[config.mk]
export PLATFORM = sky130hd
export DESIGN_NAME = uart_ring_buffers_unit
export DESIGN_NICKNAME = d
export VERILOG_FILES = /design/src/urb_pkg.sv /design/src/urb_ctrl.sv /design/src/urb_datapath.sv /design/src/uart_ring_buffers_unit.sv
export SDC_FILE = /design/constraint.sdc
export NUM_CORES = 1
export LEC_CHECK = 0
export BUFFER_PORTS_ARGS = -buffer_cell sky130_fd_sc_hd__buf_2
export CAP_MARGIN = 20
export CORE_AREA = 2 2 152 154
export DETAILED_ROUTE_END_ITERATION = 8
export DIE_AREA = 0 0 154 156
export HOLD_SLACK_MARGIN = 0.08
export PLACE_DENSITY = 0.8
export SETUP_SLACK_MARGIN = 0.3
export SYNTH_ARGS = -nofsm -noshare
export SYNTH_HDL_FRONTEND = slang
export SYNTH_SLANG_ARGS = --single-unit
[constraint.sdc]
create_clock -name i_clk -period 5.5 [get_ports i_clk]
set_input_delay 0.825 -clock i_clk [delete_from_list [all_inputs] [get_ports i_clk]]
set_output_delay 0.825 -clock i_clk [all_outputs]
set_load 0.005 [all_outputs]
[src/urb_pkg.sv]
// Shared types for the UART ring buffer unit.
// No dependencies; imported by the controller, datapath, top level and checker.
`timescale 1ns / 1ps
`default_nettype none

package urb_pkg;

    typedef enum logic [1:0] {
        CMD_LINE_RX    = 2'd0,
        CMD_HOST_READ  = 2'd1,
        CMD_HOST_WRITE = 2'd2,
        CMD_TX_READY   = 2'd3
    } t_cmd;

    typedef enum logic {
        S_IDLE = 1'b0,
        S_BUSY = 1'b1
    } t_state;

    // Controller to datapath command group.
    typedef struct packed {
        logic load;
        logic busy;
    } t_ctrl_cmd;

    localparam int DATA_W  = 8;
    localparam int COUNT_W = 4;
    localparam int OUT_W   = 24;

endpackage

`default_nettype wire

[src/urb_ctrl.sv]
// Controller for the UART ring buffer unit: one transaction in flight.
// Depends on urb_pkg.
`timescale 1ns / 1ps
`default_nettype none

module urb_ctrl
    import urb_pkg::*;
(
    input  wire logic      i_clk,
    input  wire logic      i_rst_n,
    input  wire logic      i_s_tvalid,
    input  wire logic      i_m_tready,
    output t_ctrl_cmd      o_cmd
);

    t_state r_state;
    t_state n_state;

    always_ff @(posedge i_clk) begin
        if (!i_rst_n) begin
            r_state <= S_IDLE;
        end else begin
            r_state <= n_state;
        end
    end

    always_comb begin
        n_state = r_state;
        case (r_state)
            S_IDLE: begin
                if (i_s_tvalid) n_state = S_BUSY;
            end
            S_BUSY: begin
                if (i_m_tready) n_state = S_IDLE;
            end
            default: n_state = S_IDLE;
        endcase
    end

    always_comb begin
        o_cmd = '0;
        case (r_state)
            S_IDLE:  o_cmd.load = i_s_tvalid;
            S_BUSY:  o_cmd.busy = 1'b1;
            default: o_cmd = '0;
        endcase
    end

endmodule

`default_nettype wire

[src/urb_datapath.sv]
// Datapath for the UART ring buffer unit: both rings, pointers and result register.
// Depends on urb_pkg.
`timescale 1ns / 1ps
`default_nettype none

module urb_datapath
    import urb_pkg::*;
#(
    parameter int BUF_SIZE = 16
) (
    input  wire logic              i_clk,
    input  wire logic              i_rst_n,
    input  wire t_ctrl_cmd         i_cmd,
    input  wire logic [1:0]        i_op,
    input  wire logic [DATA_W-1:0] i_data,
    output logic [DATA_W-1:0]      o_read_byte,
    output logic                   o_line_valid,
    output logic [DATA_W-1:0]      o_line_byte,
    output logic                   o_dropped,
    output logic [COUNT_W-1:0]     o_rx_count,
    output logic                   o_tx_irq_on
);

    localparam int AW = (BUF_SIZE > 1) ? $clog2(BUF_SIZE) : 1;
    localparam int CW = (AW > COUNT_W) ? AW : COUNT_W;

    logic [DATA_W-1:0] rx_mem [BUF_SIZE];
    logic [DATA_W-1:0] tx_mem [BUF_SIZE];

    logic [AW-1:0] r_rx_head, r_rx_tail, r_tx_head, r_tx_tail;
    logic [AW-1:0] n_rx_head, n_rx_tail, n_tx_head, n_tx_tail;
    logic          r_tx_en, n_tx_en;
    logic          r_pop_rx, n_pop_rx;
    logic          r_pop_tx, n_pop_tx;
    logic          r_dropped, n_dropped;
    logic [DATA_W-1:0] r_rx_rdata, r_tx_rdata;

    logic          w_rx_we, w_tx_we;
    logic          w_rx_full, w_rx_empty, w_tx_full, w_tx_empty;
    logic [AW-1:0] w_rx_diff;
    logic [CW-1:0] w_rx_diff_ext;
    t_cmd          w_op;

    assign w_op       = t_cmd'(i_op);
    assign w_rx_full  = (r_rx_head + AW'(1)) == r_rx_tail;
    assign w_tx_full  = (r_tx_head + AW'(1)) == r_tx_tail;
    assign w_rx_empty = r_rx_head == r_rx_tail;
    assign w_tx_empty = r_tx_head == r_tx_tail;

    always_comb begin
        n_rx_head = r_rx_head;
        n_rx_tail = r_rx_tail;
        n_tx_head = r_tx_head;
        n_tx_tail = r_tx_tail;
        n_tx_en   = r_tx_en;
        n_pop_rx  = 1'b0;
        n_pop_tx  = 1'b0;
        n_dropped = 1'b0;
        w_rx_we   = 1'b0;
        w_tx_we   = 1'b0;
        case (w_op)
            CMD_LINE_RX: begin
                if (w_rx_full) begin
                    n_dropped = 1'b1;
                end else begin
                    w_rx_we   = 1'b1;
                    n_rx_head = r_rx_head + AW'(1);
                end
            end
            CMD_HOST_READ: begin
                if (!w_rx_empty) begin
                    n_pop_rx  = 1'b1;
                    n_rx_tail = r_rx_tail + AW'(1);
                end
            end
            CMD_HOST_WRITE: begin
                if (w_tx_full) begin
                    n_dropped = 1'b1;
                end else begin
                    w_tx_we   = 1'b1;
                    n_tx_head = r_tx_head + AW'(1);
                    n_tx_en   = 1'b1;
                end
            end
            CMD_TX_READY: begin
                // Drain one byte while enabled; an empty ring turns the interrupt off.
                if (r_tx_en) begin
                    if (w_tx_empty) begin
                        n_tx_en = 1'b0;
                    end else begin
                        n_pop_tx  = 1'b1;
                        n_tx_tail = r_tx_tail + AW'(1);
                    end
                end
            end
            default: n_dropped = 1'b0;
        endcase
    end

    always_ff @(posedge i_clk) begin
        if (!i_rst_n) begin
            r_rx_head <= '0;
            r_rx_tail <= '0;
            r_tx_head <= '0;
            r_tx_tail <= '0;
            r_tx_en   <= 1'b0;
        end else if (i_cmd.load) begin
            r_rx_head <= n_rx_head;
            r_rx_tail <= n_rx_tail;
            r_tx_head <= n_tx_head;
            r_tx_tail <= n_tx_tail;
            r_tx_en   <= n_tx_en;
        end
    end

    // Result flags are payload and held for the whole output transaction.
    always_ff @(posedge i_clk) begin
        if (i_cmd.load) begin
            r_pop_rx  <= n_pop_rx;
            r_pop_tx  <= n_pop_tx;
            r_dropped <= n_dropped;
        end
    end

    always_ff @(posedge i_clk) begin
        if (i_cmd.load && w_rx_we) rx_mem[r_rx_head] <= i_data;
        if (i_cmd.load) r_rx_rdata <= rx_mem[r_rx_tail];
    end

    always_ff @(posedge i_clk) begin
        if (i_cmd.load && w_tx_we) tx_mem[r_tx_head] <= i_data;
        if (i_cmd.load) r_tx_rdata <= tx_mem[r_tx_tail];
    end

    assign w_rx_diff     = r_rx_head - r_rx_tail;
    assign w_rx_diff_ext = CW'(w_rx_diff);

    assign o_read_byte  = r_pop_rx ? r_rx_rdata : '0;
    assign o_line_valid = r_pop_tx;
    assign o_line_byte  = r_pop_tx ? r_tx_rdata : '0;
    assign o_dropped    = r_dropped;
    assign o_rx_count   = w_rx_diff_ext[COUNT_W-1:0];
    assign o_tx_irq_on  = r_tx_en & i_cmd.busy | r_tx_en & ~i_cmd.busy;

endmodule

`default_nettype wire

[src/uart_ring_buffers_unit.sv]
// Top level of the UART ring buffer unit: receive and transmit rings between line and host.
// Depends on urb_pkg, urb_ctrl and urb_datapath.
//
// Usage:
//   Slave channel carries one event per transaction: tuser is the command
//   (line byte received, host read, host write, transmitter ready) and tdata
//   the byte pushed by the two push commands.
//   Master channel returns exactly one result per event.
//   Latency: the result is valid the cycle after the input transaction.
//   The controller holds one event at a time, so no new event is taken until
//   the result of the last one is accepted; the ring read is a registered
//   memory port sampled at the input transaction.
//   Reset (synchronous, active low) empties both rings and clears the
//   transmit interrupt enable; ring contents are not cleared.
//   When the receiver stalls, the result is held and no new event is taken
//   until it is accepted.
//   Ring depth is BUF_SIZE (a power of two); one slot always stays free.
`timescale 1ns / 1ps
`default_nettype none

module uart_ring_buffers_unit
    import urb_pkg::*;
#(
    parameter int BUF_SIZE = 16
) (
    input  wire logic             i_clk,
    input  wire logic             i_rst_n,
    input  wire logic             i_s_tvalid,
    output logic                  o_s_tready,
    input  wire logic [7:0]       i_s_tdata,   // [7:0] data
    input  wire logic [1:0]       i_s_tuser,   // [1:0] cmd
    output logic                  o_m_tvalid,
    input  wire logic             i_m_tready,
    output logic [OUT_W-1:0]      o_m_tdata    // [7:0] read_byte, [8] line_valid,
                                               // [16:9] line_byte, [17] dropped,
                                               // [21:18] rx_count, [22] tx_irq_on,
                                               // [23] zero
);

    t_ctrl_cmd            w_cmd;
    logic [DATA_W-1:0]    w_read_byte, w_line_byte;
    logic                 w_line_valid, w_dropped, w_tx_irq_on;
    logic [COUNT_W-1:0]   w_rx_count;
    logic                 w_busy_q;

    urb_ctrl u_ctrl (
        .i_clk      (i_clk),
        .i_rst_n    (i_rst_n),
        .i_s_tvalid (i_s_tvalid),
        .i_m_tready (i_m_tready),
        .o_cmd      (w_cmd)
    );

    urb_datapath #(
        .BUF_SIZE (BUF_SIZE)
    ) u_datapath (
        .i_clk        (i_clk),
        .i_rst_n      (i_rst_n),
        .i_cmd        (w_cmd),
        .i_op         (i_s_tuser),
        .i_data       (i_s_tdata),
        .o_read_byte  (w_read_byte),
        .o_line_valid (w_line_valid),
        .o_line_byte  (w_line_byte),
        .o_dropped    (w_dropped),
        .o_rx_count   (w_rx_count),
        .o_tx_irq_on  (w_tx_irq_on)
    );

    assign w_busy_q   = w_cmd.busy;
    assign o_s_tready = ~w_busy_q;
    assign o_m_tvalid = w_busy_q;
    assign o_m_tdata  = {1'b0, w_tx_irq_on, w_rx_count, w_dropped, w_line_byte,
                         w_line_valid, w_read_byte};

endmodule

`default_nettype wire

==> metrics.md <==
| Metric | Value |
|---|---|
| Sink Count | `approximately 290` |
| Post-synth EDFFs | `275` |
| Slew Viols, Final | `0` |
| Slew HR | `roughly a third` |
| Status | `completed` |
| Critical path class | `flop to flop` |
| 1st-pass router iterations | `6` |
| Gr usage total | `a little under a quarter` |
| Fraction of registers with async set/reset | `0%` |
| LEAKAGE | `4.323 nW` |
| #FFs+latches synth | `293` |
| Area share of the leading cell type in the synthesized netlist | `approximately two thirds` |
| Clk_lat worst skew | `approximately 530 ps` |
| Io pins | `40` |
| Vias per cell | `about 6.5` |
| Crit-path most repeated cell | `xor2_1` |
| Initial core utilization | `around 54%` |
| Area contributors post-synth | `edfxtp_1 68%, mux4_2 10%, dfxtp_1 3.0%, mux2i_1 3.0%, and2_1 1.5%` |
| Final hold slack | `roughly 470 ps` |
| Syn nets | `700` |
| Setup-failing EPs final | `0` |
| Root buffer cell | `clkbuf_16` |
| CTS Buf Count | `28` |
| WP data arrival | `between 3000 and 4000 ps` |
| Post-Route Skew | `roughly 13 ps` |
| Port bufs | `38` |
| Final worst-path cycle share | `53.89%` |
| Site Rows | `55` |
| Synth Warn # | `0` |
| GRT overflow | `0` |
| Syn avg cell area | `18.05 sq um` |
| Total Wirelength | `roughly 28000 um` |
| WP data required | `5730 ps` |
| Final hold vios | `0` |
| Reg clk slew, reported paths | `about 60 ps` |
| Pre-CTS setup slack | `2126 ps` |
| Switching share of total power | `19.77%` |
| Largest net degree at the start of global routing | `53` |
| WL/cell | `approximately 27 um` |
| CTS resizes | `0` |
| Post-CTS Setup Bufs | `0` |
| Reg power frac | `roughly 54%` |
| P_int | `around 3.6 mW` |
| Final Critical Period | `roughly 3000 ps` |
| Clock Tree Buf Depth | `3` |
| Initial antenna violation count | `2` |
| Largest delay share family, worst path | `XOR/XNOR gates` |
| Fmax achieved | `about 0.34 GHz` |
| Syn Inst Count | `approximately 670` |
| ANT nets after route | `0` |
| Min-delay worst type | `input pin to flop` |
| Total negative setup slack | `0 ps` |
| Startpoint types | `flop` |
| Comb pwr share | `under 10%` |
| Hold_buf cts | `0` |
| Crit-path cells | `xor2_1 -> xor2_1 -> nor3_1 -> buf_4 -> nor3b_1 -> buf_2` |
| CP max stage delay | `690 ps` |
| CP endpoint kind | `flop` |
| Pwr dens | `roughly 330 nW/um^2` |
| Antenna Cells | `0` |
| Setup WS post-layout | `around 2500 ps` |
| Vias in the first global route | `6639` |
| Vias | `~6700` |
| Die Ht | `156 um` |
| CORE AREA | `22370 sq um` |
| Die area | `approximately 24000 sq um` |
| Layout cells sized above 1 | `between 20% and 30%` |
| Clock Power Share | `about 43%` |
| GP Congestion | `0.8493` |
| DRC violations left | `0` |
| Buf/Inv on CP | `2` |
| Synth Cell Area | `~12000 sq um` |
| H-Tree Depth | `1` |
| Iter 0 DRT Violations | `868` |
| CP max-delay cell | `dfxtp_1` |
| Synth cell types | `61` |
| MaxCap Viol Count | `0` |
| Final core occ | `60.75%` |
| Ys flop type | `edfxtp_1` |
| Die W | `around 150 um` |
| Worst slew pin tran | `just under 1000 ps` |
| Design Power | `4.549 mW` |
| Sequential element share of the synthesized area | `between 70 and 80%` |
| Net count reported at finish | `about 740` |
| Critical Path Fanout Max | `14` |
| CTS tree | `done` |
| Layout area overhead | `11.99%` |
| RSZ-0062 raised after global routing | `false` |
| First-pass GRT wire length | `slightly above 40000 um` |
| HPWL Detailed | `~17000 um` |
| Switching Power | `about 0.90 mW` |
| Worst VDD drop | `~0.00026 V` |
| Area leader, netlist | `edfxtp_1` |
| Filler cells | `around 1500` |
-- kinds of logic after synthesis --
family	count (synthesis)	share of synthesized area (%)
compound gates	70	4.466
flops	293	71.04
buf+inv	54	1.960
mux	92	13.37
xor+xnor	15	1.330
fa+ha+maj	14	1.506
other cells	1	0.03091
simple gates	133	6.302
-- per-stage QoR --
step                instance area (sq um)  std cells
floorplan                           12130        672
global placement                    12570        964
detailed placement                  12570        964
CTS                                 13530       1016
global route                        13590       1022
finish                              13590       1022
-- cell usage in the layout, fill, tap and decap left out, drive strengths merged, types with 3 or more instances in the layout --
cell type  count
or4            4
a2111oi        3
nand3         15
or3            4
nand4          3
nor3           3
nand2         28
and2          30
buf           50
inv           13
o2111ai        4
a22oi          8
clkinv        10
xnor2          5
and3           3
nor2b          5
a31oi          3
mux4          56
dfxtp         18
a221oi        16
a21oi          4
o311ai         3
o21ai         14
a41oi          4
ha            13
mux2i         36
xor2           9
nor4b          6
nand2b         3
a311oi         3
nor2          19
clkbuf        42
edfxtp       275
-- worst register-to-register path: cells and delay by family, from the launching register on --
kind / cells / cell delay (ps)
xor+xnor: 2 / 720
buf+inv: 2 / 530
flops: 1 / 690
simple gates: 2 / 720
-- synth_stat cells, types with 4 or more instances --
library cell	count
nand3_1	15
dfxtp_1	18
a21oi_1	4
edfxtp_1	275
mux4_2	56
a41oi_1	4
o2111ai_1	4
nor4b_2	4
buf_4	4
a221oi_1	16
clkbuf_1	21
o21ai_0	11
xor2_1	7
inv_1	12
a22oi_1	8
nand2_1	28
buf_2	10
mux2i_1	36
or4_1	4
and2_1	29
ha_1	13
or3_1	4
xnor2_1	5
nor2b_1	5
nor2_1	19
-- layout make-up --
class,instances,area (sq um),area share (%)
well taps,285,356.6,2.625
flip-flops and latches,293,8621,63.45
multi-input cells,325,3284,24.17
repair buffers,52,305.3,2.247
inverters,15,56.30,0.4144
clock buffers,40,840.8,6.188
clock inverters,12,122.6,0.9025
-- flip-flops by register name, indices dropped and copies added, names as in the netlist --
register                 count
u_ctrl.r_state               1
u_datapath.o_dropped         1
u_datapath.o_line_valid      1
u_datapath.r_pop_rx          1
u_datapath.r_rx_head         4
u_datapath.r_rx_rdata        8
u_datapath.r_rx_tail         4
u_datapath.r_tx_en           1
u_datapath.r_tx_head         4
u_datapath.r_tx_rdata        8
u_datapath.r_tx_tail         4
u_datapath.rx_mem          128
u_datapath.tx_mem          128
-- final timing paths --
path	start	depth (start not counted)	slack, ps	endpoint
worst max-delay path	u_datapath.r_tx_tail[2]	6	2540	u_datapath.tx_mem[11][0]
worst min register to register	u_datapath.r_tx_en	1	620	u_datapath.r_tx_en
worst min-delay path	i_m_tready	2	470	u_ctrl.r_state
worst max register to register	u_datapath.r_tx_tail[2]	6	2540	u_datapath.tx_mem[11][0]
-- routing by layer --
layer / wire [um] / up-vias / global-route usage, %
li1: - / 2797 / -
met1: 10770 / 3391 / 31.39
met2: 13740 / 418 / 39.55
met3: 2364 / 76 / 3.778
met4: 1086 / 4 / 8.456
met5: 28 / - / 0
-- power by group through the flow --
stage / sequential [mW] / combinational [mW] / clock [mW]
final: 2.46 / 0.124 / 1.96
after global routing: 2.46 / 0.133 / 2.06
after CTS: 2.46 / 0.121 / 1.98
after detailed placement: 2.51 / 0.120 / 0
after global placement: 2.51 / 0.115 / 0
after floorplan: 2.50 / 0.0571 / 0
Power figures use the tool's default switching activity.
